[src/tpjf_pkg.sv]
// Shared types, constants and the coordinate transform for the touch filter
package tpjf_pkg;

	localparam int SLOTS  = 5;
	localparam int SLOT_W = (SLOTS > 1) ? $clog2(SLOTS) : 1;

	localparam int CFG_IDX_W  = 3;
	localparam int CFG_DATA_W = 12;

	localparam logic [CFG_IDX_W-1:0] CFG_OFFSET_X    = 3'd0;
	localparam logic [CFG_IDX_W-1:0] CFG_OFFSET_Y    = 3'd1;
	localparam logic [CFG_IDX_W-1:0] CFG_MAX_X       = 3'd2;
	localparam logic [CFG_IDX_W-1:0] CFG_MAX_Y       = 3'd3;
	localparam logic [CFG_IDX_W-1:0] CFG_ORIENTATION = 3'd4;
	localparam logic [CFG_IDX_W-1:0] CFG_BIG_STEP    = 3'd5;
	localparam logic [CFG_IDX_W-1:0] CFG_SMALL_STEP  = 3'd6;

	localparam logic [11:0] RST_OFFSET_X    = 12'd40;
	localparam logic [11:0] RST_OFFSET_Y    = 12'd0;
	localparam logic [11:0] RST_MAX_X       = 12'd1820;
	localparam logic [11:0] RST_MAX_Y       = 12'd1280;
	localparam logic [2:0]  RST_ORIENTATION = 3'd6;
	localparam logic [7:0]  RST_BIG_STEP    = 8'd6;
	localparam logic [7:0]  RST_SMALL_STEP  = 8'd2;

	localparam logic FUNC_POINT = 1'b0;
	localparam logic FUNC_FRAME = 1'b1;

	localparam logic [1:0] KIND_TOUCH   = 2'd0;
	localparam logic [1:0] KIND_RELEASE = 2'd1;
	localparam logic [1:0] KIND_SYNC    = 2'd2;

	localparam int POS_W = 16;

	typedef struct packed {
		logic [11:0] offset_x;
		logic [11:0] offset_y;
		logic [11:0] max_x;
		logic [11:0] max_y;
		logic [2:0]  orientation;
		logic [7:0]  big_step;
		logic [7:0]  small_step;
	} cfg_t;

	typedef enum logic [2:0] {
		ST_IDLE,
		ST_READ,
		ST_AVG,
		ST_FILT,
		ST_SCAN,
		ST_SYNC
	} state_t;

	// offset, optional invert per axis, optional swap; 16-bit wrap throughout
	function automatic logic [2*POS_W-1:0] xform(cfg_t c, logic [11:0] rx, logic [11:0] ry);
		logic [POS_W-1:0] x;
		logic [POS_W-1:0] y;
		x = {4'd0, rx} - {4'd0, c.offset_x};
		y = {4'd0, ry} - {4'd0, c.offset_y};
		if (c.orientation[0]) x = {4'd0, c.max_x} - x;
		if (c.orientation[1]) y = {4'd0, c.max_y} - y;
		return c.orientation[2] ? {y, x} : {x, y};
	endfunction

endpackage

[src/tpjf_if.sv]
// Valid/ready channel interfaces for point input and result output
interface tpjf_in_if;
	logic        valid;
	logic        ready;
	logic        func;
	logic [2:0]  slot;
	logic [11:0] raw_x;
	logic [11:0] raw_y;

	modport source (output valid, func, slot, raw_x, raw_y, input ready);
	modport sink   (input valid, func, slot, raw_x, raw_y, output ready);
endinterface

interface tpjf_out_if;
	logic        valid;
	logic        ready;
	logic [1:0]  kind;
	logic [2:0]  out_slot;
	logic [15:0] out_x;
	logic [15:0] out_y;
	logic        last;

	modport source (output valid, kind, out_slot, out_x, out_y, last, input ready);
	modport sink   (input valid, kind, out_slot, out_x, out_y, last, output ready);
endinterface

[src/touch_point_jitter_filter.sv]
// Touch point jitter filter top level: config registers, held-position RAM, sequencer.
// Point beat: after acceptance the held position is read from RAM, averaged and filtered
//   (ST_READ, ST_AVG, ST_FILT), written back once the output is free; no new point until ST_IDLE.
// Frame-end beat: one slot scanned per cycle, held while a release waits for output; then sync.
// Output register lets a finished result wait while the input side is served.
// Async active-low reset restores config defaults and clears touch/active flags; RAM is not cleared.
module touch_point_jitter_filter import tpjf_pkg::*; (
	input  logic                  clk,
	input  logic                  arst_n,
	input  logic                  cfg_we,
	input  logic [CFG_IDX_W-1:0]  cfg_index,
	input  logic [CFG_DATA_W-1:0] cfg_data,
	tpjf_in_if.sink               in_ch,
	tpjf_out_if.source            out_ch
);
	cfg_t               cfg;
	logic               ram_we;
	logic [SLOT_W-1:0]  ram_addr;
	logic [2*POS_W-1:0] ram_wdata, ram_rdata;

	tpjf_cfg u_cfg (
		.clk       (clk),
		.arst_n    (arst_n),
		.cfg_we    (cfg_we),
		.cfg_index (cfg_index),
		.cfg_data  (cfg_data),
		.cfg       (cfg)
	);

	// held x in upper half, held y in lower half
	tpjf_ram #(
		.WIDTH (2*POS_W),
		.DEPTH (SLOTS)
	) u_ram (
		.clk   (clk),
		.we    (ram_we),
		.waddr (ram_addr),
		.wdata (ram_wdata),
		.raddr (ram_addr),
		.rdata (ram_rdata)
	);

	tpjf_core u_core (
		.clk       (clk),
		.arst_n    (arst_n),
		.cfg       (cfg),
		.in_ch     (in_ch),
		.out_ch    (out_ch),
		.ram_we    (ram_we),
		.ram_addr  (ram_addr),
		.ram_wdata (ram_wdata),
		.ram_rdata (ram_rdata)
	);
endmodule

[src/tpjf_ram.sv]
// Generic single-write, single-read RAM with registered read data
module tpjf_ram #(
	parameter int WIDTH = 32,
	parameter int DEPTH = 8
) (
	input  logic                                     clk,
	input  logic                                     we,
	input  logic [((DEPTH > 1) ? $clog2(DEPTH) : 1)-1:0] waddr,
	input  logic [WIDTH-1:0]                         wdata,
	input  logic [((DEPTH > 1) ? $clog2(DEPTH) : 1)-1:0] raddr,
	output logic [WIDTH-1:0]                         rdata
);
	logic [WIDTH-1:0] mem [DEPTH];

	always_ff @(posedge clk) begin
		if (we) begin
			mem[waddr] <= wdata;
		end
		rdata <= mem[raddr];
	end
endmodule

[src/tpjf_cfg.sv]
// Configuration register file
module tpjf_cfg import tpjf_pkg::*; (
	input  logic                  clk,
	input  logic                  arst_n,
	input  logic                  cfg_we,
	input  logic [CFG_IDX_W-1:0]  cfg_index,
	input  logic [CFG_DATA_W-1:0] cfg_data,
	output cfg_t                  cfg
);
	cfg_t cfg_q;

	always_ff @(posedge clk or negedge arst_n) begin
		if (!arst_n) begin
			cfg_q.offset_x    <= RST_OFFSET_X;
			cfg_q.offset_y    <= RST_OFFSET_Y;
			cfg_q.max_x       <= RST_MAX_X;
			cfg_q.max_y       <= RST_MAX_Y;
			cfg_q.orientation <= RST_ORIENTATION;
			cfg_q.big_step    <= RST_BIG_STEP;
			cfg_q.small_step  <= RST_SMALL_STEP;
		end else if (cfg_we) begin
			unique case (cfg_index)
				CFG_OFFSET_X:    cfg_q.offset_x    <= cfg_data;
				CFG_OFFSET_Y:    cfg_q.offset_y    <= cfg_data;
				CFG_MAX_X:       cfg_q.max_x       <= cfg_data;
				CFG_MAX_Y:       cfg_q.max_y       <= cfg_data;
				CFG_ORIENTATION: cfg_q.orientation <= cfg_data[2:0];
				CFG_BIG_STEP:    cfg_q.big_step    <= cfg_data[7:0];
				CFG_SMALL_STEP:  cfg_q.small_step  <= cfg_data[7:0];
				default: ;
			endcase
		end
	end

	assign cfg = cfg_q;
endmodule

[src/tpjf_core.sv]
// Sequencer and datapath: read-modify-write of held positions, frame-end scan
module tpjf_core import tpjf_pkg::*; (
	input  logic               clk,
	input  logic               arst_n,
	input  cfg_t               cfg,
	tpjf_in_if.sink            in_ch,
	tpjf_out_if.source         out_ch,
	output logic               ram_we,
	output logic [SLOT_W-1:0]  ram_addr,
	output logic [2*POS_W-1:0] ram_wdata,
	input  logic [2*POS_W-1:0] ram_rdata
);
	state_t state_q, state_d;

	logic [2:0]        slot_s1;
	logic [POS_W-1:0]  x_s1, y_s1;
	logic              first_s2;
	logic [POS_W-1:0]  ax_s2, ay_s2, hx_s2, hy_s2;

	logic [SLOTS-1:0]  started_q, act_now_q, act_bef_q;
	logic [SLOT_W-1:0] scan_q;

	logic              out_valid_q, out_last_q;
	logic [1:0]        out_kind_q;
	logic [2:0]        out_slot_q;
	logic [POS_W-1:0]  out_x_q, out_y_q;

	logic              accept, in_range, out_free, rel_hit, scan_done;
	logic [SLOT_W-1:0] sidx;
	logic [2*POS_W-1:0] xy_new;
	logic [POS_W:0]    sum_x, sum_y;
	logic [POS_W-1:0]  ex, ey, nx, ny;
	logic              movx, movy, joint;

	logic              emit, emit_last, in_ready;
	logic [1:0]        emit_kind;
	logic [2:0]        emit_slot;
	logic [POS_W-1:0]  emit_x, emit_y;

	assign accept    = in_ch.valid && in_ready;
	assign in_range  = int'(in_ch.slot) < SLOTS;
	assign out_free  = !out_valid_q || out_ch.ready;
	assign sidx      = slot_s1[SLOT_W-1:0];
	assign rel_hit   = act_bef_q[scan_q] && !act_now_q[scan_q];
	assign scan_done = scan_q == SLOT_W'(SLOTS - 1);
	assign xy_new    = xform(cfg, in_ch.raw_x, in_ch.raw_y);

	assign sum_x = {1'b0, ram_rdata[2*POS_W-1:POS_W]} + {1'b0, x_s1};
	assign sum_y = {1'b0, ram_rdata[POS_W-1:0]} + {1'b0, y_s1};

	// dead-band decision on the averaged step
	always_comb begin
		ex    = (ax_s2 > hx_s2) ? ax_s2 - hx_s2 : hx_s2 - ax_s2;
		ey    = (ay_s2 > hy_s2) ? ay_s2 - hy_s2 : hy_s2 - ay_s2;
		joint = (ex > {8'd0, cfg.big_step} && ey > {8'd0, cfg.small_step}) ||
		        (ex > {8'd0, cfg.small_step} && ey > {8'd0, cfg.big_step});
		movx  = first_s2 || joint || ex > {8'd0, cfg.big_step};
		movy  = first_s2 || joint || ey > {8'd0, cfg.big_step};
		nx    = movx ? ax_s2 : hx_s2;
		ny    = movy ? ay_s2 : hy_s2;
	end

	// next state
	always_comb begin
		state_d = state_q;
		unique case (state_q)
			ST_IDLE: begin
				if (accept) begin
					if (in_ch.func == FUNC_FRAME) state_d = ST_SCAN;
					else if (in_range)            state_d = ST_READ;
				end
			end
			ST_READ: state_d = ST_AVG;
			ST_AVG:  state_d = ST_FILT;
			ST_FILT: begin
				if (out_free) state_d = ST_IDLE;
			end
			ST_SCAN: begin
				if ((!rel_hit || out_free) && scan_done) state_d = ST_SYNC;
			end
			ST_SYNC: begin
				if (out_free) state_d = ST_IDLE;
			end
			default: state_d = ST_IDLE;
		endcase
	end

	// outputs
	always_comb begin
		in_ready  = 1'b0;
		emit      = 1'b0;
		emit_kind = KIND_TOUCH;
		emit_slot = slot_s1;
		emit_x    = nx;
		emit_y    = ny;
		emit_last = 1'b1;
		ram_we    = 1'b0;
		unique case (state_q)
			ST_IDLE: in_ready = 1'b1;
			ST_FILT: begin
				emit   = out_free;
				ram_we = out_free;
			end
			ST_SCAN: begin
				emit      = rel_hit && out_free;
				emit_kind = KIND_RELEASE;
				emit_slot = 3'(scan_q);
				emit_x    = '0;
				emit_y    = '0;
				emit_last = 1'b0;
			end
			ST_SYNC: begin
				emit      = out_free;
				emit_kind = KIND_SYNC;
				emit_slot = '0;
				emit_x    = '0;
				emit_y    = '0;
			end
			default: ;
		endcase
	end

	assign ram_addr  = sidx;
	assign ram_wdata = {nx, ny};

	always_ff @(posedge clk or negedge arst_n) begin
		if (!arst_n) begin
			state_q     <= ST_IDLE;
			started_q   <= '0;
			act_now_q   <= '0;
			act_bef_q   <= '0;
			scan_q      <= '0;
			out_valid_q <= 1'b0;
		end else begin
			state_q <= state_d;
			if (emit) begin
				out_valid_q <= 1'b1;
			end else if (out_ch.ready) begin
				out_valid_q <= 1'b0;
			end
			if (accept) begin
				scan_q <= '0;
			end
			if (state_q == ST_FILT && out_free) begin
				started_q[sidx] <= 1'b1;
				act_now_q[sidx] <= 1'b1;
			end
			if (state_q == ST_SCAN && (!rel_hit || out_free)) begin
				if (rel_hit) started_q[scan_q] <= 1'b0;
				if (!scan_done) scan_q <= scan_q + 1'b1;
			end
			if (state_q == ST_SYNC && out_free) begin
				act_bef_q <= act_now_q;
				act_now_q <= '0;
			end
		end
	end

	always_ff @(posedge clk) begin
		if (accept) begin
			slot_s1 <= in_ch.slot;
			x_s1    <= xy_new[2*POS_W-1:POS_W];
			y_s1    <= xy_new[POS_W-1:0];
		end
		if (state_q == ST_AVG) begin
			first_s2 <= !started_q[sidx];
			hx_s2    <= ram_rdata[2*POS_W-1:POS_W];
			hy_s2    <= ram_rdata[POS_W-1:0];
			ax_s2    <= started_q[sidx] ? sum_x[POS_W:1] : x_s1;
			ay_s2    <= started_q[sidx] ? sum_y[POS_W:1] : y_s1;
		end
		if (emit) begin
			out_kind_q <= emit_kind;
			out_slot_q <= emit_slot;
			out_x_q    <= emit_x;
			out_y_q    <= emit_y;
			out_last_q <= emit_last;
		end
	end

	assign in_ch.ready     = in_ready;
	assign out_ch.valid    = out_valid_q;
	assign out_ch.kind     = out_kind_q;
	assign out_ch.out_slot = out_slot_q;
	assign out_ch.out_x    = out_x_q;
	assign out_ch.out_y    = out_y_q;
	assign out_ch.last     = out_last_q;
endmodule

[src/flat_wrapper.sv]
// flat-port wrapper written by rule: the top's interface ports become plain ports
module touch_point_jitter_filter_flat import tpjf_pkg::*;
  (clk, arst_n, cfg_we, cfg_index, cfg_data, in_ch_valid, in_ch_func, in_ch_slot, in_ch_raw_x, in_ch_raw_y, in_ch_ready, out_ch_valid, out_ch_kind, out_ch_out_slot, out_ch_out_x, out_ch_out_y, out_ch_last, out_ch_ready);
  tpjf_in_if in_ch_i ();
  tpjf_out_if out_ch_i ();
  input  logic clk;
  input  logic arst_n;
  input  logic cfg_we;
  input  logic [CFG_IDX_W-1:0] cfg_index;
  input  logic [CFG_DATA_W-1:0] cfg_data;
  input wire logic [$bits(in_ch_i.valid)-1:0] in_ch_valid;
  input wire logic [$bits(in_ch_i.func)-1:0] in_ch_func;
  input wire logic [$bits(in_ch_i.slot)-1:0] in_ch_slot;
  input wire logic [$bits(in_ch_i.raw_x)-1:0] in_ch_raw_x;
  input wire logic [$bits(in_ch_i.raw_y)-1:0] in_ch_raw_y;
  output wire logic [$bits(in_ch_i.ready)-1:0] in_ch_ready;
  output wire logic [$bits(out_ch_i.valid)-1:0] out_ch_valid;
  output wire logic [$bits(out_ch_i.kind)-1:0] out_ch_kind;
  output wire logic [$bits(out_ch_i.out_slot)-1:0] out_ch_out_slot;
  output wire logic [$bits(out_ch_i.out_x)-1:0] out_ch_out_x;
  output wire logic [$bits(out_ch_i.out_y)-1:0] out_ch_out_y;
  output wire logic [$bits(out_ch_i.last)-1:0] out_ch_last;
  input wire logic [$bits(out_ch_i.ready)-1:0] out_ch_ready;
  assign in_ch_i.valid = in_ch_valid;
  assign in_ch_i.func = in_ch_func;
  assign in_ch_i.slot = in_ch_slot;
  assign in_ch_i.raw_x = in_ch_raw_x;
  assign in_ch_i.raw_y = in_ch_raw_y;
  assign in_ch_ready = in_ch_i.ready;
  assign out_ch_valid = out_ch_i.valid;
  assign out_ch_kind = out_ch_i.kind;
  assign out_ch_out_slot = out_ch_i.out_slot;
  assign out_ch_out_x = out_ch_i.out_x;
  assign out_ch_out_y = out_ch_i.out_y;
  assign out_ch_last = out_ch_i.last;
  assign out_ch_i.ready = out_ch_ready;
  touch_point_jitter_filter u_core (.clk(clk), .arst_n(arst_n), .cfg_we(cfg_we), .cfg_index(cfg_index), .cfg_data(cfg_data), .in_ch(in_ch_i), .out_ch(out_ch_i));
endmodule
[config.mk]
export PLATFORM = sky130hd
export DESIGN_NAME = touch_point_jitter_filter_flat
export DESIGN_NICKNAME = d
export VERILOG_FILES = /design/src/tpjf_pkg.sv /design/src/tpjf_if.sv /design/src/touch_point_jitter_filter.sv /design/src/tpjf_ram.sv /design/src/tpjf_cfg.sv /design/src/tpjf_core.sv /design/src/flat_wrapper.sv
export SDC_FILE = /design/constraint.sdc
export NUM_CORES = 1
export LEC_CHECK = 0
export BUFFER_PORTS_ARGS = -buffer_cell sky130_fd_sc_hd__buf_2
export CAP_MARGIN = 20
export CORE_MARGIN = 3
export CORE_UTILIZATION = 35
export CTS_CLUSTER_SIZE = 28
export DETAILED_ROUTE_END_ITERATION = 10
export GPL_ROUTABILITY_DRIVEN = 0
export PLACE_DENSITY_LB_ADDON = 0.05
export SYNTH_ARGS = -nofsm -noshare
export SYNTH_HDL_FRONTEND = slang
export SYNTH_SLANG_ARGS = --single-unit
[constraint.sdc]
create_clock -name clk -period 14.4 [get_ports clk]
set_input_delay 0.72 -clock clk [delete_from_list [all_inputs] [get_ports clk]]
set_output_delay 0.72 -clock clk [all_outputs]
set_load 0.03 [all_outputs]
==> reports/qor.yml <==
status:
  status: "finished clean"
global_route:
  grt_first_pass_wirelength_um: 92300
  grt_overflow: 0
  grt_use_total: 0.173
  grt_pass1_vias: 15300
  grt_start_max_net_pins: 68
  antenna_found_initial: 1
logic_synthesis:
  synthTopCellsByCount: "edfxtp_1, ha_1, inv_1"
  syn_area_per_cell_sq_um: 11.8
  synth_top_area_frac: 0.384
  syn_nets: 2172
  synth_warnings: 0
  synth_edf_count: 294
  synth.top_cells.by_area: "edfxtp_1, ha_1, dfrtp_1"
  yosysUniqueCellTypes: 79
  syn_inst: 1940
  synthArstFlopShare: 0.214
  yosys.area.top_type: "edfxtp_1"
  ys.flop_type: "edfxtp_1"
  post-synth-top-count-cell: "edfxtp_1"
  syn_area_sq_um: 23000
  ys_ff_latch: 415
  ys_seq_area_frac: 0.510
clocking:
  ctsResizeCount: 0
  clockBufferDepth: 3
  clkSinkCount: 415
  post_cts_buffers: 0
  postCtsHoldBufs: 0
  cts.clk_slew.worst_paths_ns: 0.06
  cts.htree.levels: 2
  cts_tree: "built"
  root_buffer: "clkbuf_16"
  clk_latency_ns: 0.61
  cts_buffers: 49
die:
  core_sq_um: 64700
  die_h_um: 262
  start_util: 0.355
  die-area_sq_um: 68800
  die_w_um: 262
  io_pins: 88
  rows: 93
cells_and_area:
  seq_area_sq_um: 11700
  largest_register_ffs: 160
  area_growth_pct: 13.0
  nets: 2257
  n_antenna_cell: 0
  multi_input_area_sq_um: 10400
  drive_above_1_share: 0.169
  regMostFlops: "u_core.u_ram.mem"
  fill_cells: 6228
setup_path:
  cp.required_ns: 14.85
  critical_path_arrival_ns: 6.84
  ff2ff_setup_slack_ns: 8.01
  cp_max_fo: 19
  startpoint_type: "register"
  path_buf_inv: 3
  critPathCaptureType: "register"
  crit_slowest_cell: "mux2i_1"
  critPathTopFamily: "compound AO/OA/AOI/OAI gates"
  slowest_delay_ns: 0.65
  path_class: "reg2reg"
sta:
  setup_viol: 0
  fin_tns_setup_ns: 0
  holdWs_ns: 0.0453
  fmax_mhz: 157
  slew_violations: 0
  relSlewSlack: 0.295
  worst_pin_slew_ns: 1.06
  final.setup.worst_slack_ns: 8.01
  rsz0062_at_grt: "false"
  clock_skew_ns: 0.0301
  hold_viol: 0
  period_share: 0.444
  fin_crit_ns: 6.39
drt:
  drt_pass1_iterations: 5
  wl_met2_um: 29400
  wl_met1_um: 27700
  num_vias: 14900
  antenna_left: 0
  dr_wl_met3_um: 1800
  wl_um: 60400
  drc_errors: 0
  drtIter0Drc: 809
  vias_per_cell: 5.10
  routed.top_layer: "met4"
  routedWlPerCell_um: 20.7
run:
  max_cap_violations: 0
power:
  power_leakage_nw: 10.5
  powerDensity_nw_per_um2: 227
  ir_drop_uv: 99.9
placement:
  pre_cts_slack_ns: 8.04
  dp_hpwl_um: 42500
  io_buffers: 87
worst_hold_path:
  hp-class: "in2async"
==> power by group <==
part | internal [mW] | switching [mW]
clock | 0.712 | 0.522
combinational | 1.11 | 1.72
sequential | 1.67 | 0.165
==> final cells by class <==
cell class | instances | share of cell area
clock buffer | 64 | 0.0498
clock inverter | 28 | 0.0118
timing repair buffer | 104 | 0.0218
inverter | 169 | 0.0244
multi-input combinational | 1286 | 0.400
sequential | 415 | 0.451
tap | 855 | 0.0412
==> final timing paths <==
check | from | to | depth (start not counted)
setup reg to reg | u_core.u_core.ay_s2[0]$_DFFE_PP_ | u_core.u_core.out_ch.out_x[5]$_SDFFCE_PN0P_ | 26
hold reg to reg | u_core.u_ram.rdata[28]$_DFF_P_ | u_core.u_core.hx_s2[12]$_DFFE_PP_ | 0
hold / removal | arst_n | u_core.u_core.started_q[3]$_DFF_PN0_ | 1
min in group clk | in_ch_slot[1] | u_core.u_core.ram_addr[1]$_DFFE_PP_ | 1
max in group asynchronous | arst_n | u_core.u_cfg.cfg[30]$_DFFE_PN0P_ | 2
setup / recovery | u_core.u_core.ay_s2[0]$_DFFE_PP_ | u_core.u_core.out_ch.out_x[5]$_SDFFCE_PN0P_ | 26
==> worst reg2reg max path, stage by stage (launching register included) <==
cell and delay [ns]:
edfxtp_1 0.39, inv_1 0.09, ha_1 0.16, inv_1 0.05
fa_1 0.40, nand3_1 0.12, a21oi_1 0.10, o21ai_1 0.19
a31o_2 0.47, inv_2 0.18, or3_1 0.38, o311ai_0 0.13
nand3_1 0.19, a221oi_1 0.32, o21ai_0 0.15, xor2_1 0.26
ha_1 0.30, a21o_1 0.16, a21o_1 0.17, a21oi_1 0.12
o21ai_0 0.08, o21ai_0 0.10, nand3_1 0.15, nor4_4 0.31
o211ai_4 0.39, mux2i_1 0.66, and2_1 0.21
==> metal layers <==
layer | up-vias | GRT usage
met5 | - | 0
met2 | 217 | 0.296
met4 | 0 | 0.0485
li1 | 7248 | -
met1 | 7326 | 0.230
met3 | 92 | 0.0227
==> cell usage in the layout (no fill, tap or decap), types with 22 or more instances in the layout <==
cell type | synthesis | final
edfxtp_1 | 294 | 294
ha_1 | 174 | 174
inv_1 | 167 | 167
o21ai_0 | 121 | 120
nand2_1 | 112 | 111
a21oi_1 | 108 | 108
nor2_1 | 100 | 97
mux2_2 | 89 | 89
buf_2 | 15 | 86
dfrtp_1 | 74 | 74
mux2i_1 | 67 | 67
clkbuf_16 | 0 | 49
xor2_1 | 44 | 44
and2_1 | 42 | 42
xnor2_1 | 40 | 40
mux4_2 | 33 | 33
dfxtp_1 | 32 | 32
a21o_1 | 28 | 28
o21a_1 | 27 | 27
nand2b_1 | 26 | 26
nor2b_1 | 24 | 24
nor3_1 | 24 | 22
==> stage by stage <==
stage / cells / util / cell area, sq um / power (mW)
finish: 2921 / 0.401 / 26000 / 5.90
global route: 2921 / 0.401 / 26000 / 6.37
CTS: 2921 / 0.401 / 26000 / 5.98
detailed placement: 2829 / 0.377 / 24400 / 4.70
global placement: 2829 / 0.377 / 24400 / 4.69
floorplan: 1940 / - / 23000 / 3.91
==> cells by family (layout without fill, tap and decap cells) <==
group / after synthesis / in the layout / share of synthesized area
AND/OR/NAND/NOR: 407 / 407 / 0.0887
XOR/XNOR: 84 / 84 / 0.0320
AO/OA/AOI/OAI: 422 / 422 / 0.120
buffers and inverters: 239 / 365 / 0.0412
adder cells (fa/ha/maj): 184 / 184 / 0.103
flip-flops: 415 / 415 / 0.510
multiplexers: 189 / 189 / 0.105
(Power assumes the default switching activity.)
